### src/hdl/bfd_pkg.sv
package bfd_pkg;

    localparam int FRAC_BITS     = 16;
    localparam int MAX_SRC_DIM   = 4096;
    localparam int MAX_DST_WIDTH = 64;
    localparam int SUM_W         = 32;
    localparam int CNT_W         = 25;

    localparam logic [2:0] CFG_SRC_WIDTH  = 3'd0;
    localparam logic [2:0] CFG_SRC_HEIGHT = 3'd1;
    localparam logic [2:0] CFG_DST_WIDTH  = 3'd2;
    localparam logic [2:0] CFG_DST_HEIGHT = 3'd3;
    localparam logic [2:0] CFG_SCALE_X    = 3'd4;
    localparam logic [2:0] CFG_SCALE_Y    = 3'd5;

    typedef struct packed {
        logic [SUM_W-1:0] sum;
        logic [CNT_W-1:0] cnt;
    } t_entry;

    typedef enum logic [2:0] {
        ST_IDLE,
        ST_ACC,
        ST_RD,
        ST_LD,
        ST_DIV,
        ST_OUT,
        ST_CLR
    } t_state;

endpackage

### src/hdl/bfd_div.sv
module bfd_div (
    input  logic                      i_clk,
    input  logic                      i_rst_n,
    input  logic                      i_start,
    input  logic [bfd_pkg::SUM_W-1:0] i_sum,
    input  logic [bfd_pkg::CNT_W-1:0] i_cnt,
    output logic                      o_done,
    output logic [7:0]                o_quot
);

    // quotient of an average never exceeds 255, so eight restoring steps suffice
    logic                      r_busy;
    logic                      r_done;
    logic [2:0]                r_k;
    logic [bfd_pkg::SUM_W-1:0] r_rem;
    logic [bfd_pkg::CNT_W-1:0] r_den;
    logic [7:0]                r_quot;
    logic [bfd_pkg::SUM_W:0]   w_trial;
    logic                      w_fit;

    always_comb begin
        w_trial = {{(bfd_pkg::SUM_W + 1 - bfd_pkg::CNT_W){1'b0}}, r_den} << r_k;
        w_fit   = {1'b0, r_rem} >= w_trial;
    end

    always_ff @(posedge i_clk) begin
        if (!i_rst_n) begin
            r_busy <= 1'b0;
            r_done <= 1'b0;
        end else begin
            r_done <= 1'b0;
            if (i_start) begin
                r_busy <= 1'b1;
            end else if (r_busy && r_k == 3'd0) begin
                r_busy <= 1'b0;
                r_done <= 1'b1;
            end
        end
    end

    always_ff @(posedge i_clk) begin
        if (i_start) begin
            r_k    <= 3'd7;
            r_rem  <= i_sum;
            r_den  <= i_cnt;
            r_quot <= '0;
        end else if (r_busy) begin
            if (w_fit) begin
                r_rem <= r_rem - w_trial[bfd_pkg::SUM_W-1:0];
            end
            r_quot[r_k] <= w_fit;
            r_k         <= r_k - 3'd1;
        end
    end

    assign o_done = r_done;
    assign o_quot = r_quot;

endmodule

### config.mk
export PLATFORM = sky130hd
export DESIGN_NAME = bfd_div
export DESIGN_NICKNAME = d
export VERILOG_FILES = /design/src/hdl/bfd_pkg.sv /design/src/hdl/bfd_div.sv
export SDC_FILE = /design/constraint.sdc
export NUM_CORES = 1
export LEC_CHECK = 0
export BUFFER_PORTS_ARGS = -buffer_cell sky130_fd_sc_hd__buf_2
export CORE_MARGIN = 2
export CORE_UTILIZATION = 45
export CTS_BUF_LIST = sky130_fd_sc_hd__clkbuf_8
export CTS_CLUSTER_DIAMETER = 100
export DETAILED_ROUTE_END_ITERATION = 7
export PLACE_DENSITY = 0.77
export SLEW_MARGIN = 20
export SYNTH_ARGS = -nofsm -noshare
export SYNTH_HDL_FRONTEND = slang
export SYNTH_SLANG_ARGS = --single-unit
### constraint.sdc
create_clock -name i_clk -period 6.2 [get_ports i_clk]
set_input_delay 0.62 -clock i_clk [delete_from_list [all_inputs] [get_ports i_clk]]
set_output_delay 0.62 -clock i_clk [all_outputs]
set_load 0.01 [all_outputs]
==> summary.txt, run 1 <==
synth unique cells: 61
max cap viols: 0
Hold WC Path Type: input port to flip-flop
power per cell area: 385 nW/um2
TritonRoute pass-1 iters: 6
Worst EP required: 6320 ps
total routed wirelength: 13.1 mm
maximum clock insertion buffer count: 2
cts repair resizes: 0
Synth Net Count: 643
post-synth top area share: 31.6%
CTS tree: built
Period minus WS final: 4740 ps
Die X: 114 um
Vias: 4454
Post-synth EDFFs: 57
Slew Limit Fails: 0
routed vias/inst: 5.99
number of global-route vias before repair: 4328
n_diodes: 0
hold_buf cts: 0
top area cells in the synthesized netlist: edfxtp_1 32%, ha_1 7.9%, mux4_2 7.1%, mux2i_1 5.4%, dfxtp_1 4.8%
Cell Rows: 40
period utilization: 76.5%
syn_area_per_cell: 9.88 um2
initial core utilization: 45.6%
Worst-Margin Slew: 945 ps
Yosys reg bits: 70
H-tree depth: 3
share of cells above drive strength 1: 21.8%
post-DP HPWL: 10.1 mm
final setup violation count: 0
dominant synthesized flop cell: edfxtp_1
Setup crit end kind: flip-flop
DR iter-0 viols: 266
total CTS buffers: 9
Leak Pwr: 2.53 nW
core area: 11900 um2
Max rail drop VDD: 220 uV
area grow syn2layout: 11.3%
# nets final: 687
final hold violations: 0
pin count of the biggest net entering global routing: 67
max_slew headroom: 37.0%
Crit path arrival time: 4860 ps
synthesized area: 5410 um2
Yosys warning count: 0
Worst setup SP type: flip-flop
clk slew on worst S/H paths: 70 ps
Ports: 69
root buffer cell: clkbuf_8
Die Y: 114 um
worst-path maximum fanout: 19
die footprint: 12900 um2
setup slack after layout: 1460 ps
final design utilization: 50.8%
grt total ovfl: 0
Routed WL per cell: 17.6 um
sequential element share of the synthesized area: 36.4%
Port Buffers: 68
first-pass GRT wire length: 21.4 mm
Fmax achieved: 0.211 GHz
RePlAce Congestion: 0.938
biggest area consumer among synthesized cells: edfxtp_1
status: finished, final reports clean
Gate Count Post-Synth: 548
# DRC: 0
fillers: 1049
critical setup path kind: flip-flop to flip-flop
antenna violations before repair: 0
ANT nets after route: 0
number of clock sinks: 70
DP Worst Slack: 1530 ps
worst skew pair latency: 380 ps
setup bufs post-CTS: 0
Post-synth ARST share: 0%
unrepaired setup endpoints after global routing: false
Fin Clk Skew: 15.0 ps
GRT Resource Usage Total: 21.1%
Total Neg Setup Slack: 0 ps
routing by layer:
metal | vias up | wire length [um] | GRT usage [%]
met2 | 153 | 6050 | 33.1
met4 | 0 | 282 | 7.40
met1 | 2104 | 6060 | 29.0
met3 | 23 | 705 | 4.78
li1 | 2174 | - | -
met5 | - | 0 | 0
cell usage after synthesis, types with 3 or more instances:
master      n
a211oi_1    7
a211oi_2    7
a21o_1     13
a21oi_1    36
a311o_1     4
a311oi_1    3
a31oi_1    13
and2_1      4
buf_2      11
clkbuf_1   25
dfxtp_1    13
edfxtp_1   57
ha_1       34
inv_1      14
mux2_2      3
mux2i_1    29
mux4_2     17
nand2_1    60
nand2b_1    8
nand3_1     5
nand4_1    10
nor2_1     30
nor2b_1    10
nor3_1      6
nor3b_1     3
nor4_1      6
o2111ai_1   3
o211ai_1    3
o21ai_0    36
o21ai_1    10
o21bai_1    4
or3_1       5
xnor2_1    17
xor2_1      8
power by group:
| group | total, mW | internal, mW | switching (mW) | leakage (nW) |
|---|---|---|---|---|
| Combinational | 1.19 | 0.482 | 0.705 | 1.76 |
| Clock | 0.422 | 0.228 | 0.194 | 0.107 |
| Sequential | 0.711 | 0.646 | 0.0657 | 0.664 |
| Total | 2.32 | 1.35 | 0.965 | 2.53 |
final timing paths:
kind | from | end | slack, ps | cells past startpoint
worst max-delay path | r_k[1] | r_rem[21] | 1460 | 15
worst min-delay path | i_cnt[5] | r_den[5] | 420 | 1
worst max register to register | r_k[1] | r_rem[21] | 1460 | 15
worst min register to register | o_quot[2] | o_quot[2] | 570 | 2
kinds of logic (layout without fill, tap and decap cells):
family                     Yosys count  count (layout)  synth area share [%]
and+or+nand+nor                    158             158                  14.3
AOI/OAI and AO/OA                  157             157                  19.7
xor gates and xnor gates            25              25                  4.04
DFF                                 70              70                  36.4
muxes                               49              49                  13.1
buffers and inverters               54             103                  4.21
adders and majority gates           35              35                  8.23
worst max-delay path, cell delays in order (launching register included):
cell       delay (ps)
dfxtp_1           810
mux2_2            430
nor2_1             90
a21oi_1            80
nor2b_1           200
a31oi_1           250
ha_1              360
a21o_1            240
a31oi_2           200
a21oi_2           140
a2111oi_4         430
nor3_2            130
o31ai_4           280
a31o_1            500
a21oi_2           110
buf_4             230
registers in the layout (all words and copies together), names as in the netlist:
signal,flops
r_den,25
o_quot,8
r_k,3
r_rem,32
o_done,1
r_busy,1
final cells by class:
class	instances	area (um2)	share of cell area [%]
clock buffer	9	124	2.06
clock inverter	7	97.6	1.62
inverter	15	56.3	0.934
multi-input combinational	424	3220	53.4
sequential	70	1970	32.8
tap	147	184	3.05
timing repair buffer	72	373	6.19
layout by cell type, fill, tap and decap left out, types with 10 or more instances in the layout:
cell,count
o21ai_0,36
mux4_2,17
a31oi_1,13
a21oi_1,35
nand2_1,60
a21o_1,13
nor2_1,30
inv_1,14
o21ai_1,10
xnor2_1,17
mux2i_1,29
nand4_1,10
edfxtp_1,57
ha_1,34
buf_2,67
dfxtp_1,11
nor2b_1,10
through the flow:
| stage | hold slack (ps) | cells | area [um2] | power (mW) |
|---|---|---|---|---|
| 4_1_cts | 397 | 744 | 6030 | 2.31 |
| 5_1_grt | 385 | 744 | 6030 | 2.48 |
| 2_1_floorplan | 544 | 548 | 5410 | 1.62 |
| 3_5_place_dp | 550 | 728 | 5810 | 1.88 |
| 6_report | 418 | 744 | 6030 | 2.32 |
| 3_3_place_gp | 547 | 728 | 5810 | 1.86 |
Note: power is estimated with default switching activity, not from simulation.
==> run 2: changes to the inputs <==
--- a/config.mk
+++ b/config.mk
@@ -11,7 +11,7 @@
 export CTS_BUF_LIST = sky130_fd_sc_hd__clkbuf_8
 export CTS_CLUSTER_DIAMETER = 100
 export DETAILED_ROUTE_END_ITERATION = 7
-export PLACE_DENSITY = 0.77
+export PLACE_DENSITY = 0.79
 export SLEW_MARGIN = 20
 export SYNTH_ARGS = -nofsm -noshare
 export SYNTH_HDL_FRONTEND = slang
==> constraint.sdc (replaced) <==
create_clock -name i_clk -period 4.1 [get_ports i_clk]
set_input_delay 0.41 -clock i_clk [delete_from_list [all_inputs] [get_ports i_clk]]
set_output_delay 0.41 -clock i_clk [all_outputs]
set_load 0.01 [all_outputs]
==> summary.txt, run 2 (synthesis results as in run 1) <==
number of global-route vias before repair: 4664 (+7.8%)
R2R Setup Slk: 140 ps (-1310 ps)
CTS tree: built
power per cell area: 585 nW/um2 (+52%)
root buffer cell: clkbuf_8
Multi-input gate area: 3240 um2 (+0.74%)
Period minus WS final: 3960 ps (-786 ps)
worst skew pair latency: 380 ps (about the same)
RePlAce Congestion: 1.07 (+14%)
r2r endpoint: r_rem[30]
Crit path arrival time: 4100 ps (-760 ps)
total CTS buffers: 9 (unchanged)
area grow syn2layout: 18.0%
die footprint: 12900 um2 (unchanged)
final hold violations: 0 (unchanged)
status: finished, final reports clean
pin count of the biggest net entering global routing: 57 (-15%)
delay-heaviest family, CP: compound AO/OA/AOI/OAI gates
fillers: 1032 (-1.6%)
DR iter-0 viols: 285 (+7.1%)
Fin Clk Skew: 9.12 ps (-5.89 ps)
RR Startpoint: r_k[0]
GRT Resource Usage Total: 22.8% (+1.7 points)
Leak Pwr: 2.75 nW (+8.7%)
unrepaired setup endpoints after global routing: false
GR peak layer: met2
n_diodes: 0 (unchanged)
worst-path maximum fanout: 21 (+2)
most frequent CP cell: a211oi_1
maximum clock insertion buffer count: 2 (unchanged)
Reg with most FFs: r_rem
CP Depth: 11 (-4)
clk slew on worst S/H paths: 80 ps (about the same)
# DRC: 0 (unchanged)
Critical Path Slowest Stage Cell: mux4_2
Max stage delay on crit path: 540 ps (-270 ps)
period utilization: 96.5% (+20 points)
Hold WC Path Type: input port to flip-flop
most frequent cells in the layout: 67 x buf_2, 60 x nand2_1, 57 x edfxtp_1, 48 x buf_4, 36 x o21ai_0
final setup violation count: 0 (unchanged)
ANT nets after route: 0 (unchanged)
number of clock sinks: 70 (unchanged)
Setup crit end kind: flip-flop
first-pass GRT wire length: 23.0 mm (+7.3%)
initial core utilization: 45.6% (unchanged)
Worst EP required: 4240 ps (-2080 ps)
Die X: 114 um (unchanged)
max_slew headroom: 59.0% (+22 points)
crit path cell chain: buf_8 > mux4_2 > mux2i_1 > ha_1 > nand4_1 > or3_1 > a211oi_1 > nor3_1 > a21oi_2 > a211oi_1 > a311o_1
grt total ovfl: 0 (unchanged)
post-DP HPWL: 10.7 mm (+5.3%)
max cap viols: 0 (unchanged)
Vias: 4713 (+5.8%)
routed vias/inst: 5.97 (-0.22%)
total routed wirelength: 13.9 mm (+6.5%)
antenna violations before repair: 0 (unchanged)
TritonRoute pass-1 iters: 5 (-1)
routing usage on met3: 3.56% (-1.2 points)
Routed WL per cell: 17.7 um (+0.44%)
# nets final: 732 (+6.6%)
share of cells above drive strength 1: 27.4% (+5.6 points)
Total Neg Setup Slack: 0 ps (unchanged)
routing usage on met1: 29.4% (+0.46 points)
Worst-Margin Slew: 614 ps (-332 ps)
Ports: 69 (unchanged)
crit path buf inv count: 1 (unchanged)
Crit. Startpoint: r_k[0]
max reg flops: 32 (unchanged)
H-tree depth: 3 (unchanged)
Post-Place Cells: 772 (+6.0%)
core area: 11900 um2 (unchanged)
Cell Rows: 40 (unchanged)
most common cell after layout, fill and taps aside: buf_2
grt met2 use: 37.8% (+4.7 points)
WHS Path Cells: 1 (unchanged)
worst setup path endpoint: r_rem[30]
Port Buffers: 68 (unchanged)
Die Y: 114 um (unchanged)
critical setup path kind: flip-flop to flip-flop
Fmax achieved: 0.253 GHz (+20%)
Slew Limit Fails: 0 (unchanged)
Worst setup SP type: flip-flop
cell depth of the worst flop-to-flop path: 11 (-4)
FF/Latch Area: 1980 um2 (+0.13%)
post-route insts no fill: 789 (+6.0%)
Max rail drop VDD: 277 uV (+26%)
-- run 2: cell types whose count changed in the layout (fill, tap and decap cells not counted) --
cell	change
a31o_1	-1
dfxtp_4	+1
buf_8	+1
buf_4	+43
a31o_2	+1
a21oi_4	+2
a21oi_2	-1
dfxtp_2	-1
-- run 2: layout make-up --
cell class	count	area share, %
clock buffer	9	1.94
clock inverter	7	1.53
inverter	15	0.881
multi-input combinational	425	50.7
sequential	70	30.9
tap	147	2.88
timing repair buffer	116	11.1
-- run 2: worst min path at each step --
stage | from | endpoint | slack, ps
after floorplan | i_cnt[0] | r_den[0] | 510
after global placement | o_quot[7] | o_quot[7] | 530
after detailed placement | o_quot[7] | o_quot[7] | 540
after CTS | i_cnt[24] | r_den[24] | 180
after global routing | i_cnt[23] | r_den[23] | 190
final | i_cnt[24] | r_den[24] | 200
-- run 2: layer usage --
metal  share of wire (%)  wire (um)
met2                  48       6670
met5                   0          0
met4                 2.6        366
met1                  43       6050
met3                 6.2        858
-- run 2: power by group --
part | switching [mW] | internal (mW) | total, mW
logic | 1.14 | 0.896 | 2.03
clock network | 0.297 | 0.344 | 0.641
registers | 0.0912 | 0.977 | 1.07
-- run 2: repair_timing --
item | in CTS | in global routing
pin swaps | 1 | 0
hold buffers | 0 | 0
gates resized for setup | 2 | 3
gates cloned | 1 | 0
endpoints found under the setup margin | 33 | 46
setup buffers | 0 | 0
-- run 2: stage by stage --
stage / worst slack (ps) / hold slack (ps) / util, % / power, mW / area [um2]
3_3_place_gp: -81.9 / 534 / 51.8 / 2.98 / 6140
3_5_place_dp: -202 / 538 / 51.8 / 3.05 / 6140
5_1_grt: 7.14 / 191 / 53.9 / 3.98 / 6390
6_report: 143 / 200 / 53.9 / 3.74 / 6390
4_1_cts: 119 / 183 / 53.8 / 3.71 / 6380
2_1_floorplan: 20.4 / 509 / - / 2.46 / 5440
==> run 3: changes to the inputs <==
--- a/config.mk
+++ b/config.mk
@@ -5,13 +5,14 @@
 export SDC_FILE = /design/constraint.sdc
 export NUM_CORES = 1
 export LEC_CHECK = 0
+export ABC_AREA = 1
 export BUFFER_PORTS_ARGS = -buffer_cell sky130_fd_sc_hd__buf_2
 export CORE_MARGIN = 2
 export CORE_UTILIZATION = 45
 export CTS_BUF_LIST = sky130_fd_sc_hd__clkbuf_8
 export CTS_CLUSTER_DIAMETER = 100
 export DETAILED_ROUTE_END_ITERATION = 7
-export PLACE_DENSITY = 0.79
+export PLACE_DENSITY = 0.78
 export SLEW_MARGIN = 20
 export SYNTH_ARGS = -nofsm -noshare
 export SYNTH_HDL_FRONTEND = slang
==> summary.txt, run 3 <==
syn_area_per_cell: 6.42 um2 (-35%)
Ports: 69 (unchanged)
Post-synth ARST share: 0% (unchanged)
post-DP HPWL: 12.3 mm (+15%)
routing usage on met1: 30.4% (+0.96 points)
Worst EP required: 4180 ps (-60 ps)
Slew Limit Fails: 0 (unchanged)
final setup violation count: 0 (unchanged)
Max rail drop VDD: 271 uV (-2.4%)
TritonRoute pass-1 iters: 5 (unchanged)
max cap viols: 0 (unchanged)
cts repair resizes: 0 (-2)
first-pass GRT wire length: 25.7 mm (+12%)
number of clock sinks: 70 (unchanged)
Crit path arrival time: 3850 ps (-250 ps)
grt total ovfl: 0 (unchanged)
Yosys reg bits: 70 (unchanged)
root buffer cell: clkbuf_8
routed vias/inst: 5.02 (-16%)
total routed wirelength: 15.5 mm (+11%)
power per cell area: 514 nW/um2 (-12%)
final hold violations: 0 (unchanged)
sequential element share of the synthesized area: 32.6% (-3.8 points)
Yosys warning count: 0 (unchanged)
grt met2 use: 36.0% (-1.8 points)
area grow syn2layout: 13.1%
# DRC: 0 (unchanged)
n_diodes: 0 (unchanged)
routing usage on met3: 4.18% (+0.62 points)
Setup crit end kind: flip-flop
period utilization: 92.1% (-4.4 points)
max reg flops: 32 (unchanged)
Period minus WS final: 3780 ps (-182 ps)
GRT Resource Usage Total: 22.7% (-0.053 points)
Worst-Margin Slew: 754 ps (+140 ps)
Commonest cells post-synth: 392 x nand2_1, 135 x inv_1, 67 x nand3_1, 63 x nor2_1, 57 x edfxtp_1
RePlAce Congestion: 0.891 (-17%)
Cell Rows: 42 (+5.0%)
biggest area consumer among synthesized cells: edfxtp_1
worst-path maximum fanout: 24 (+14%)
share of cells above drive strength 1: 12.9% (-14 points)
Synth Net Count: 1038 (+61%)
Fmax achieved: 0.265 GHz (+4.8%)
Gate Count Post-Synth: 943 (+72%)
Power Total: 3.52 mW (-6.0%)
unrepaired setup endpoints after global routing: false
post-synth top area share: 28.3% (-3.3 points)
status: finished, final reports clean
synthesized area: 6050 um2 (+12%)
Reg with most FFs: r_rem
pin count of the biggest net entering global routing: 77 (+35%)
GR peak layer: met2
Hold WC Path Type: input port to flip-flop
total CTS buffers: 9 (unchanged)
worst skew pair latency: 390 ps (about the same)
most frequent cells in the layout: 392 x nand2_1, 135 x inv_1, 68 x buf_2, 67 x nand3_1, 63 x nor2_1
hold_buf cts: 0 (unchanged)
initial core utilization: 45.9% (+0.24 points)
CTS tree: built
synth unique cells: 35 (-43%)
clk slew on worst S/H paths: 80 ps (about the same)
setup bufs post-CTS: 0 (unchanged)
Total Neg Setup Slack: 0 ps (unchanged)
core area: 13200 um2 (+11%)
dominant synthesized flop cell: edfxtp_1
number of global-route vias before repair: 5549 (+19%)
Leak Pwr: 3.63 nW (+32%)
Routed WL per cell: 13.0 um (-26%)
top area cells in the synthesized netlist: edfxtp_1 28%, nand2_1 24%, inv_1 8.4%, ha_1 7.0%, nand3_1 5.5%
maximum clock insertion buffer count: 2 (unchanged)
Post-synth EDFFs: 57 (unchanged)
Die Y: 120 um (+5.5%)
Port Buffers: 68 (unchanged)
antenna violations before repair: 0 (unchanged)
critical setup path kind: flip-flop to flip-flop
most frequent cell after synthesis: nand2_1
Vias: 5962 (+27%)
H-tree depth: 3 (unchanged)
Worst setup SP type: flip-flop
Fin Clk Skew: 17.9 ps (+8.81 ps)
max_slew headroom: 49.7% (-9.3 points)
die footprint: 14400 um2 (+11%)
Die X: 120 um (+5.5%)
DR iter-0 viols: 341 (+20%)
# nets final: 1102 (+51%)
ANT nets after route: 0 (unchanged)
most common cell after layout, fill and taps aside: nand2_1
[run 3: cell count changes in the layout (fill, tap and decap cells not counted), sizes merged, moves of 11 or more]
cell / delta
a21oi: -11
a31oi: -14
nand2: +342
mux2i: -24
nor2: +43
a21o: -13
a211oi: -14
mux4: -17
buf: -40
nand3: +66
inv: +124
xnor2: -12
[run 3: worst max-delay path: stages, from the launching register on]
cell	delay (ps)
dfxtp_1	310
inv_1	450
nand2_1	100
nand2_1	90
inv_1	50
nand2_1	40
o21ai_0	130
nand2_1	110
o21ai_0	130
ha_1	400
nand2_1	120
nor2_1	240
nand2_1	120
nor2_1	100
nand3_1	150
nand3_2	140
nor2_4	70
nand2_1	70
nand2_1	50
nand2_1	330
buf_12	240
[run 3: metal layers]
metal  part of all wire (%)  vias to the layer above  routed length (um)
met5                      0                        -                   0
met3                    6.5                       33                1010
met1                     46                     2632                7160
met2                     44                      190                6790
met4                    3.4                        0                 520
li1                       -                     3107                   -
[run 3: final timing paths]
kind	from	end	slack (ps)	depth (start not counted)
max	r_k[0]	r_rem[0]	320	20
min	i_cnt[7]	r_den[7]	200	1
max reg2reg	r_k[0]	r_rem[0]	320	20
min reg2reg	r_busy	r_busy	540	2
[run 3: power breakdown]
group	switching (mW)	total, mW	internal [mW]
registers	0.0556	0.978	0.922
logic	1.18	1.81	0.630
clock network	0.304	0.730	0.426
[run 3: logic make-up (layout without fill, tap and decap cells)]
family / count (synthesis) / count (layout) / share of synthesized area (%)
AND/OR/NAND/NOR: 578 / 578 / 40.6
buffers and inverters: 164 / 233 / 10.3
AO/OA/AOI/OAI: 86 / 86 / 7.59
flip-flops: 70 / 70 / 32.6
adder cells (fa/ha/maj): 35 / 35 / 7.36
XOR/XNOR: 5 / 5 / 0.724
multiplexers: 5 / 5 / 0.827
[run 3: metrics by stage]
step / setup WS, ps / hold slack, ps / area [um2] / instances / util, %
2_1_floorplan: 819 / 486 / 6050 / 943 / -
3_3_place_gp: 373 / 538 / 6590 / 1172 / 50.0
3_5_place_dp: 342 / 547 / 6590 / 1172 / 50.0
4_1_cts: 319 / 188 / 6850 / 1188 / 51.9
5_1_grt: 33.3 / 185 / 6850 / 1188 / 51.9
6_report: 324 / 201 / 6850 / 1188 / 51.9
[run 3: cell type report]
cell class	instances	area, um2
Clock buffer	10	138
Sequential cell	70	1970
Timing Repair Buffer	76	413
Clock inverter	6	116
Fill cell	1350	6340
Inverter	141	529
Tap cell	176	220
Multi-Input combinational cell	709	3460
